===== src/rtl/core/hff_pkg.sv =====
// Shared types, constants and helpers for the hexadecimal field formatter.
// Used by the front classifier, the descriptor queue and the back sequencer.
// No dependencies.
`timescale 1ns / 1ps
`default_nettype none

package hff_pkg;

   localparam int unsigned VALUE_W   = 32;
   localparam int unsigned COUNT_W   = 6;
   localparam int unsigned LEN_W     = 4;
   localparam int unsigned NIBBLES   = 8;
   localparam int unsigned CHAR_W    = 8;
   localparam int unsigned REQ_DATA_W = 48;
   localparam int unsigned RSP_DATA_W = 40;

   localparam logic [CHAR_W-1:0] CHAR_SPACE = 8'h20;
   localparam logic [CHAR_W-1:0] CHAR_ZERO  = 8'h30;
   localparam logic [CHAR_W-1:0] CHAR_UPPER_A = 8'h41;
   localparam logic [CHAR_W-1:0] CHAR_LOWER_A = 8'h61;

   // One classified conversion: how many of each kind of character to send.
   typedef struct packed {
      logic [VALUE_W-1:0] value;
      logic [LEN_W-1:0]   digits;
      logic [COUNT_W-1:0] zeros;
      logic [COUNT_W-1:0] spaces;
      logic               left_justify;
      logic               upper_case;
   } desc_type;

   function automatic logic [CHAR_W-1:0] hex_char(input logic [3:0] nibble,
                                                   input logic       upper);
      logic [CHAR_W-1:0] result;
      if (nibble < 4'd10) begin
         result = CHAR_ZERO + {4'd0, nibble};
      end else if (upper) begin
         result = CHAR_UPPER_A + {4'd0, nibble} - 8'd10;
      end else begin
         result = CHAR_LOWER_A + {4'd0, nibble} - 8'd10;
      end
      return result;
   endfunction

endpackage

`default_nettype wire


===== src/rtl/core/hff_front.sv =====
// Front classifier: unpacks one request and works out the digit, zero and
// space counts of its field. Depends on hff_pkg.
`timescale 1ns / 1ps
`default_nettype none

module hff_front #(
   parameter int MAX_FIELD = 63
) (
   input  wire logic [47:0]      req_tdata,
   output hff_pkg::desc_type     desc
);

   logic [31:0] value;
   logic [5:0]  field_width;
   logic [6:0]  digit_precision;
   logic        zero_pad;
   logic        left_justify;
   logic        upper_case;

   logic        has_prec;
   logic [5:0]  width_sat;
   logic [5:0]  prec_sat;
   logic [3:0]  sig_len;
   logic [3:0]  len;
   logic [6:0]  len_w;
   logic [6:0]  zeros;
   logic [6:0]  used;

   assign value           = req_tdata[31:0];
   assign field_width     = req_tdata[37:32];
   assign digit_precision = req_tdata[44:38];
   assign zero_pad        = req_tdata[45];
   assign left_justify    = req_tdata[46];
   assign upper_case      = req_tdata[47];

   // A negative precision means none was given.
   assign has_prec  = !digit_precision[6];
   assign width_sat = (32'(field_width) > 32'(MAX_FIELD)) ? 6'(MAX_FIELD) : field_width;
   assign prec_sat  = (32'(digit_precision[5:0]) > 32'(MAX_FIELD)) ? 6'(MAX_FIELD)
                                                                   : digit_precision[5:0];

   always_comb begin
      sig_len = 4'd1;
      for (int i = 0; i < hff_pkg::NIBBLES; i++) begin
         if (value[i*4 +: 4] != 4'd0) begin
            sig_len = 4'(i + 1);
         end
      end
   end

   always_comb begin
      len = sig_len;
      if (has_prec && prec_sat == 6'd0 && value == 32'd0) begin
         len = 4'd0;
      end
      len_w = {3'd0, len};
      zeros = 7'd0;
      if (has_prec) begin
         if ({1'b0, prec_sat} > len_w) begin
            zeros = {1'b0, prec_sat} - len_w;
         end
      end else if (zero_pad && !left_justify && {1'b0, width_sat} > len_w) begin
         zeros = {1'b0, width_sat} - len_w;
      end
      used = len_w + zeros;

      desc.value        = value;
      desc.digits       = len;
      desc.zeros        = zeros[5:0];
      desc.spaces       = ({1'b0, width_sat} > used) ? 6'({1'b0, width_sat} - used) : 6'd0;
      desc.left_justify = left_justify;
      desc.upper_case   = upper_case;
   end

endmodule

`default_nettype wire


===== src/rtl/core/hff_queue.sv =====
// Two-entry descriptor queue between the front classifier and the back
// sequencer, so that either side may stall alone. Depends on hff_pkg.
`timescale 1ns / 1ps
`default_nettype none

module hff_queue (
   input  wire logic              clock,
   input  wire logic              reset,
   input  wire logic              push_valid,
   output logic                   push_ready,
   input  wire hff_pkg::desc_type push_desc,
   output logic                   pop_valid,
   input  wire logic              pop_ready,
   output hff_pkg::desc_type      pop_desc
);

   hff_pkg::desc_type entry_ff [2];
   logic              wr_ptr_ff, wr_ptr_in;
   logic              rd_ptr_ff, rd_ptr_in;
   logic [1:0]        fill_ff, fill_in;
   logic              do_push;
   logic              do_pop;

   assign push_ready = (fill_ff != 2'd2);
   assign pop_valid  = (fill_ff != 2'd0);
   assign pop_desc   = entry_ff[rd_ptr_ff];
   assign do_push    = push_valid && push_ready;
   assign do_pop     = pop_valid && pop_ready;

   always_comb begin
      wr_ptr_in = do_push ? !wr_ptr_ff : wr_ptr_ff;
      rd_ptr_in = do_pop ? !rd_ptr_ff : rd_ptr_ff;
      fill_in   = fill_ff;
      if (do_push && !do_pop) begin
         fill_in = fill_ff + 2'd1;
      end else if (do_pop && !do_push) begin
         fill_in = fill_ff - 2'd1;
      end
   end

   always_ff @(posedge clock) begin
      if (reset) begin
         wr_ptr_ff <= 1'b0;
         rd_ptr_ff <= 1'b0;
         fill_ff   <= 2'd0;
      end else begin
         wr_ptr_ff <= wr_ptr_in;
         rd_ptr_ff <= rd_ptr_in;
         fill_ff   <= fill_in;
      end
   end

   always_ff @(posedge clock) begin
      if (do_push) begin
         entry_ff[wr_ptr_ff] <= push_desc;
      end
   end

endmodule

`default_nettype wire


===== src/rtl/core/hff_back.sv =====
// Back sequencer: walks one classified conversion a character per cycle,
// while the output side takes them, into a registered output stage and
// keeps the running character count. Depends on hff_pkg.
`timescale 1ns / 1ps
`default_nettype none

module hff_back (
   input  wire logic              clock,
   input  wire logic              reset,
   input  wire logic              pop_valid,
   output logic                   pop_ready,
   input  wire hff_pkg::desc_type pop_desc,
   output logic                   rsp_tvalid,
   input  wire logic              rsp_tready,
   output logic [39:0]            rsp_tdata,
   output logic                   rsp_tlast
);

   typedef enum logic {
      IDLE,
      RUN
   } state_type;

   state_type   state_ff, state_in;
   logic [31:0] value_ff, value_in;
   logic [3:0]  digits_ff, digits_in;
   logic [5:0]  zeros_ff, zeros_in;
   logic [5:0]  spaces_ff, spaces_in;
   logic [5:0]  remain_ff, remain_in;
   logic        left_ff, left_in;
   logic        upper_ff, upper_in;
   logic [31:0] count_ff, count_in;
   logic        out_valid_ff, out_valid_in;
   logic [7:0]  out_char_ff, out_char_in;
   logic        out_last_ff, out_last_in;
   logic [31:0] out_total_ff, out_total_in;

   logic        advance;
   logic [6:0]  desc_total;
   logic [2:0]  nib_idx;
   logic [7:0]  next_char;

   assign advance    = !out_valid_ff || rsp_tready;
   assign pop_ready  = (state_ff == IDLE);
   assign desc_total = {3'd0, pop_desc.digits} + {1'b0, pop_desc.zeros}
                       + {1'b0, pop_desc.spaces};
   assign nib_idx    = 3'(digits_ff - 4'd1);

   assign rsp_tvalid = out_valid_ff;
   assign rsp_tdata  = {out_total_ff, out_char_ff};
   assign rsp_tlast  = out_last_ff;

   always_comb begin
      state_in     = state_ff;
      value_in     = value_ff;
      digits_in    = digits_ff;
      zeros_in     = zeros_ff;
      spaces_in    = spaces_ff;
      remain_in    = remain_ff;
      left_in      = left_ff;
      upper_in     = upper_ff;
      count_in     = count_ff;
      out_valid_in = out_valid_ff;
      out_char_in  = out_char_ff;
      out_last_in  = out_last_ff;
      out_total_in = out_total_ff;
      next_char    = hff_pkg::CHAR_SPACE;

      if (rsp_tready) begin
         out_valid_in = 1'b0;
      end

      case (state_ff)
         IDLE: begin
            // A conversion with nothing to print is dropped here.
            if (pop_valid) begin
               value_in  = pop_desc.value;
               digits_in = pop_desc.digits;
               zeros_in  = pop_desc.zeros;
               spaces_in = pop_desc.spaces;
               left_in   = pop_desc.left_justify;
               upper_in  = pop_desc.upper_case;
               remain_in = desc_total[5:0];
               if (desc_total != 7'd0) begin
                  state_in = RUN;
               end
            end
         end
         RUN: begin
            if (advance) begin
               if (!left_ff && spaces_ff != 6'd0) begin
                  next_char = hff_pkg::CHAR_SPACE;
                  spaces_in = spaces_ff - 6'd1;
               end else if (zeros_ff != 6'd0) begin
                  next_char = hff_pkg::CHAR_ZERO;
                  zeros_in  = zeros_ff - 6'd1;
               end else if (digits_ff != 4'd0) begin
                  next_char = hff_pkg::hex_char(value_ff[nib_idx*4 +: 4], upper_ff);
                  digits_in = digits_ff - 4'd1;
               end else begin
                  next_char = hff_pkg::CHAR_SPACE;
                  spaces_in = spaces_ff - 6'd1;
               end
               count_in     = count_ff + 32'd1;
               out_valid_in = 1'b1;
               out_char_in  = next_char;
               out_last_in  = (remain_ff == 6'd1);
               out_total_in = count_ff + 32'd1;
               remain_in    = remain_ff - 6'd1;
               if (remain_ff == 6'd1) begin
                  state_in = IDLE;
               end
            end
         end
         default: begin
            state_in = IDLE;
         end
      endcase
   end

   always_ff @(posedge clock) begin
      if (reset) begin
         state_ff     <= IDLE;
         count_ff     <= 32'd0;
         out_valid_ff <= 1'b0;
      end else begin
         state_ff     <= state_in;
         count_ff     <= count_in;
         out_valid_ff <= out_valid_in;
      end
      value_ff     <= value_in;
      digits_ff    <= digits_in;
      zeros_ff     <= zeros_in;
      spaces_ff    <= spaces_in;
      remain_ff    <= remain_in;
      left_ff      <= left_in;
      upper_ff     <= upper_in;
      out_char_ff  <= out_char_in;
      out_last_ff  <= out_last_in;
      out_total_ff <= out_total_in;
   end

endmodule

`default_nettype wire


===== src/rtl/core/hex_field_formatter.sv =====
// Printf-style hexadecimal field formatter, one ASCII character per output
// transfer. Top level; instantiates hff_front, hff_queue and hff_back.
//
// Each request carries a 32-bit value and its field options; the block sends
// padding spaces, leading zeros and digits as a run of characters with tlast
// on the final one, and a running count of all characters sent. Characters
// leave at one per cycle while the output side takes them. The back
// sequencer takes the next descriptor only after it has produced the last
// character of the current one; a conversion that prints nothing is dropped.
// A two-entry queue lets requests be taken while a conversion is still being
// sent. Width and precision saturate at MAX_FIELD.
`timescale 1ns / 1ps
`default_nettype none

module hex_field_formatter #(
   parameter int MAX_FIELD = 63
) (
   input  wire logic        clock,
   input  wire logic        reset,
   input  wire logic        req_tvalid,
   output logic             req_tready,
   // [31:0] value, [37:32] field_width, [44:38] digit_precision,
   // [45] zero_pad, [46] left_justify, [47] upper_case
   input  wire logic [47:0] req_tdata,
   output logic             rsp_tvalid,
   input  wire logic        rsp_tready,
   // [7:0] character, [39:8] total_emitted
   output logic [39:0]      rsp_tdata,
   output logic             rsp_tlast
);

   hff_pkg::desc_type front_desc;
   hff_pkg::desc_type pop_desc;
   logic              pop_valid;
   logic              pop_ready;

   hff_front #(
      .MAX_FIELD (MAX_FIELD)
   ) u_front (
      .req_tdata (req_tdata),
      .desc      (front_desc)
   );

   hff_queue u_queue (
      .clock      (clock),
      .reset      (reset),
      .push_valid (req_tvalid),
      .push_ready (req_tready),
      .push_desc  (front_desc),
      .pop_valid  (pop_valid),
      .pop_ready  (pop_ready),
      .pop_desc   (pop_desc)
   );

   hff_back u_back (
      .clock      (clock),
      .reset      (reset),
      .pop_valid  (pop_valid),
      .pop_ready  (pop_ready),
      .pop_desc   (pop_desc),
      .rsp_tvalid (rsp_tvalid),
      .rsp_tready (rsp_tready),
      .rsp_tdata  (rsp_tdata),
      .rsp_tlast  (rsp_tlast)
   );

endmodule

`default_nettype wire

===== config.mk =====
export PLATFORM = sky130hd
export DESIGN_NAME = hex_field_formatter
export DESIGN_NICKNAME = d
export VERILOG_FILES = /design/src/rtl/core/hff_pkg.sv /design/src/rtl/core/hff_front.sv /design/src/rtl/core/hff_queue.sv /design/src/rtl/core/hff_back.sv /design/src/rtl/core/hex_field_formatter.sv
export SDC_FILE = /design/constraint.sdc
export NUM_CORES = 1
export LEC_CHECK = 0
export BUFFER_PORTS_ARGS = -buffer_cell sky130_fd_sc_hd__buf_2
export CAP_MARGIN = 20
export CORE_MARGIN = 1
export CORE_UTILIZATION = 54
export DETAILED_ROUTE_END_ITERATION = 12
export PLACE_DENSITY = 0.85
export REMOVE_ABC_BUFFERS = 1
export SYNTH_ARGS = -nofsm -noshare
export SYNTH_HDL_FRONTEND = slang
export SYNTH_HIERARCHICAL = 1
export SYNTH_SLANG_ARGS = --single-unit

===== constraint.sdc =====
create_clock -name clock -period 5.9 [get_ports clock]
set_clock_uncertainty 0.2 [all_clocks]
set_input_delay 1.18 -clock clock [delete_from_list [all_inputs] [get_ports clock]]
set_output_delay 1.18 -clock clock [all_outputs]
set_load 0.01 [all_outputs]

==> out/results.ini <==
[timing]
fin_crit_sh = 0.9678
final.setup.worst_slack_ps = 190.2
min_period_ps = 5710
setup_viol = 0
drv_slew = 0
worstMarginPinSlew_ps = 989.5
fmax_mhz = 175.1
finalHoldViolations = 0
holdWs_ps = 310.8
maxSlewHeadroom = 0.3347

[clock_tree]
h-tree-depth = 1
cts_tree = yes
cts_root_buffer = clkbuf_16
cts_buffers = 25
clk_pin_slew_ps = 60
clock-sinks = 235
clock_latency_ps = 510
max-clock-path-buffers = 3
cts-hold-fix-buffers = 0

[setup_path]
r2r-end = u_back/out_char_ff[4]
reg2regPathDepth = 8
max_stage_delay_ps = 560
crit_slowest_cell = or4_4
crit_family = compound AO/OA/AOI/OAI gates
cp_max_fo = 6
crit_buf_inv = 2
r2r_slack_ps = 2300
arrival_ps = 5830
reg2reg_from = u_back/digits_ff[0]
critPathKind = in2reg
endpoint_kind = flop
required_ps = 6020
startpoint_type = primary input

[routing]
routed_wl_um = 22160
routed.top_layer = met4
drt_iter0_drc = 459
routedWlPerCell_um = 17.03
firstDrtPassIters = 6
drtAntennaViolNets = 0
vias_per_cell = 5.590
wl_met1_um = 9420
routed-wl-met2_um = 10880
wl_met3_um = 1326
vias = 7273
drcViolationCount = 0

[global_routing]
overflow = 0
antenna_found_initial = 0
grt_pass1_vias = 7161
grt_max_degree = 51
grt_pass1_wl_um = 35940
track_usage = 0.2077

[cells_and_area]
fillers = 1460
final_common_cell = edfxtp_1
final_layout_size_suffix_gt1_frac = 0.2842
fin_nets = 1114
fin_util = 0.6478
area_delta_synth_final_pct = 16.23
mostFrequentLayoutCells = edfxtp_1, buf_2, nor2_1, buf_4
instances_no_fill = 1301
diodes = 0

[die]
rows = 52
die_area_um2 = 21670
die_w_um = 147.2
core_area_um2 = 20430
chipHeight_um = 147.2
pin_count = 95
start_util = 0.5573

[pwr]
p_leak_nw = 5.103
ir_drop_uv = 281.9
p_per_area_nw_per_um2 = 455.1

[logic_synthesis]
ys_async_sr_fraction = 0
yosysWarnings = 6
syn-cell-area_um2 = 11390
ys_ff_latch = 235
syn-mean-instance-area_um2 = 12.91
synth_edf_count = 196
synth.distinct_cells = 70
synth_top_area_share = 0.5169
syn_inst = 882
yosysSeqAreaShare = 0.5855
yosys.area.top_type = edfxtp_1
yosys-top-cells-area = edfxtp_1, dfxtp_1, mux2_2, ha_1, xor2_1
ys.flop_type = edfxtp_1

[hold_path]
min-delay-start = u_back/count_ff[31]
hold_path_depth = 2
holdPathEnd = u_back/count_ff[31]
hp-class = reg2reg

[placement]
place_congestion = 0.8698
pre_cts_ws_ps = -537.9
portBuffers = 93
dp.cells = 1259
hpwl_um = 14920

[status]
status = complete, no violations

[run]
cap_viol_max_count = 0

state kept, by name (all words and copies together), names as in the netlist, named ones only:
| name | count |
|---|---|
| u_queue/entry_ff | 100 |
| u_back/count_ff | 32 |
| u_back/out_total_ff | 32 |
| u_back/value_ff | 32 |
| u_back/out_char_ff | 7 |
| u_back/remain_ff | 6 |
| u_back/spaces_ff | 6 |
| u_back/zeros_ff | 6 |
| u_back/digits_ff | 4 |
| u_queue/fill_ff | 2 |
| u_back/left_ff | 1 |
| u_back/rsp_tlast | 1 |
| u_back/rsp_tvalid | 1 |
| u_back/state_ff | 1 |
| u_back/upper_ff | 1 |
| u_queue/rd_ptr_ff | 1 |
| u_queue/wr_ptr_ff | 1 |
cells in the mapped netlist (14+ instances only):
| cell type | count |
|---|---|
| a21oi_1 | 42 |
| buf_4 | 37 |
| clkbuf_1 | 14 |
| dfxtp_1 | 39 |
| edfxtp_1 | 196 |
| ha_1 | 35 |
| inv_1 | 37 |
| mux2_2 | 50 |
| nand2_1 | 40 |
| nand3_1 | 20 |
| nor2_1 | 80 |
| nor3_1 | 14 |
| o21ai_0 | 24 |
| or3_1 | 15 |
| xnor2_1 | 31 |
| xor2_1 | 50 |
cell families after synthesis:
logic type | share of synthesized area
AND/OR/NAND/NOR | 0.1147
flip-flops | 0.5855
AO/OA/AOI/OAI | 0.06220
buffers and inverters | 0.04538
XOR/XNOR | 0.06374
multiplexers | 0.07385
adder cells (fa/ha/maj) | 0.05429
other | 0.0003294
worst max-delay path by stage:
stage	cells after the start	start	endpoint	slack (ps)
after global placement	26	req_tdata[5]	u_queue/entry_ff[0][7]	-340
final	26	req_tdata[5]	u_queue/entry_ff[0][5]	190
after floorplan	23	req_tdata[9]	u_queue/entry_ff[0][7]	-200
after CTS	26	req_tdata[5]	u_queue/entry_ff[0][5]	20
after detailed placement	26	req_tdata[5]	u_queue/entry_ff[1][5]	-540
after global routing	25	req_tdata[5]	u_queue/entry_ff[0][7]	-70
worst register-to-register path: cells and delay by family, from the launching register on:
family	cells	cell delay, ps
mux	1	650
flops	1	960
compound gates	1	180
simple gates	2	240
buf+inv	1	140
xor+xnor	1	410
fa+ha+maj	2	590
power breakdown:
group	switching, mW	total [mW]	internal (mW)
Clock	0.586	1.48	0.896
Combinational	1.13	1.95	0.818
Sequential	0.204	2.59	2.38
final cells by class:
| class | instances | area, um2 | area share |
|---|---|---|---|
| clock buffer | 33 | 686.9 | 0.05191 |
| clock inverter | 7 | 86.33 | 0.006524 |
| inverter | 38 | 142.6 | 0.01078 |
| multi-input combinational | 549 | 4264 | 0.3222 |
| sequential | 235 | 6668 | 0.5038 |
| tap | 270 | 337.8 | 0.02553 |
| timing repair buffer | 169 | 1049 | 0.07923 |
layer usage:
layer  GRT usage  up-vias
met2      0.3597      270
li1            -     3443
met3     0.02671       44
met5           0        -
met1      0.2747     3516
met4     0.05825        0
repair_timing:
item,in CTS,in global routing
endpoints found under the setup margin,4,12
endpoints found under the hold margin,0,0
pin swaps,0,6
gates resized for setup,1,11
buffers inserted,0,2
through the flow:
stage	TNS (ps)	cell area, um2	total power, mW
finish	0	13230	6.023
global route	-509.3	13230	6.376
CTS	0	13170	6.053
detailed placement	-5838	12390	4.538
global placement	-3358	12370	4.440
floorplan	-1602	11010	3.932
No activity file was read; power rests on OpenSTA's default activity.
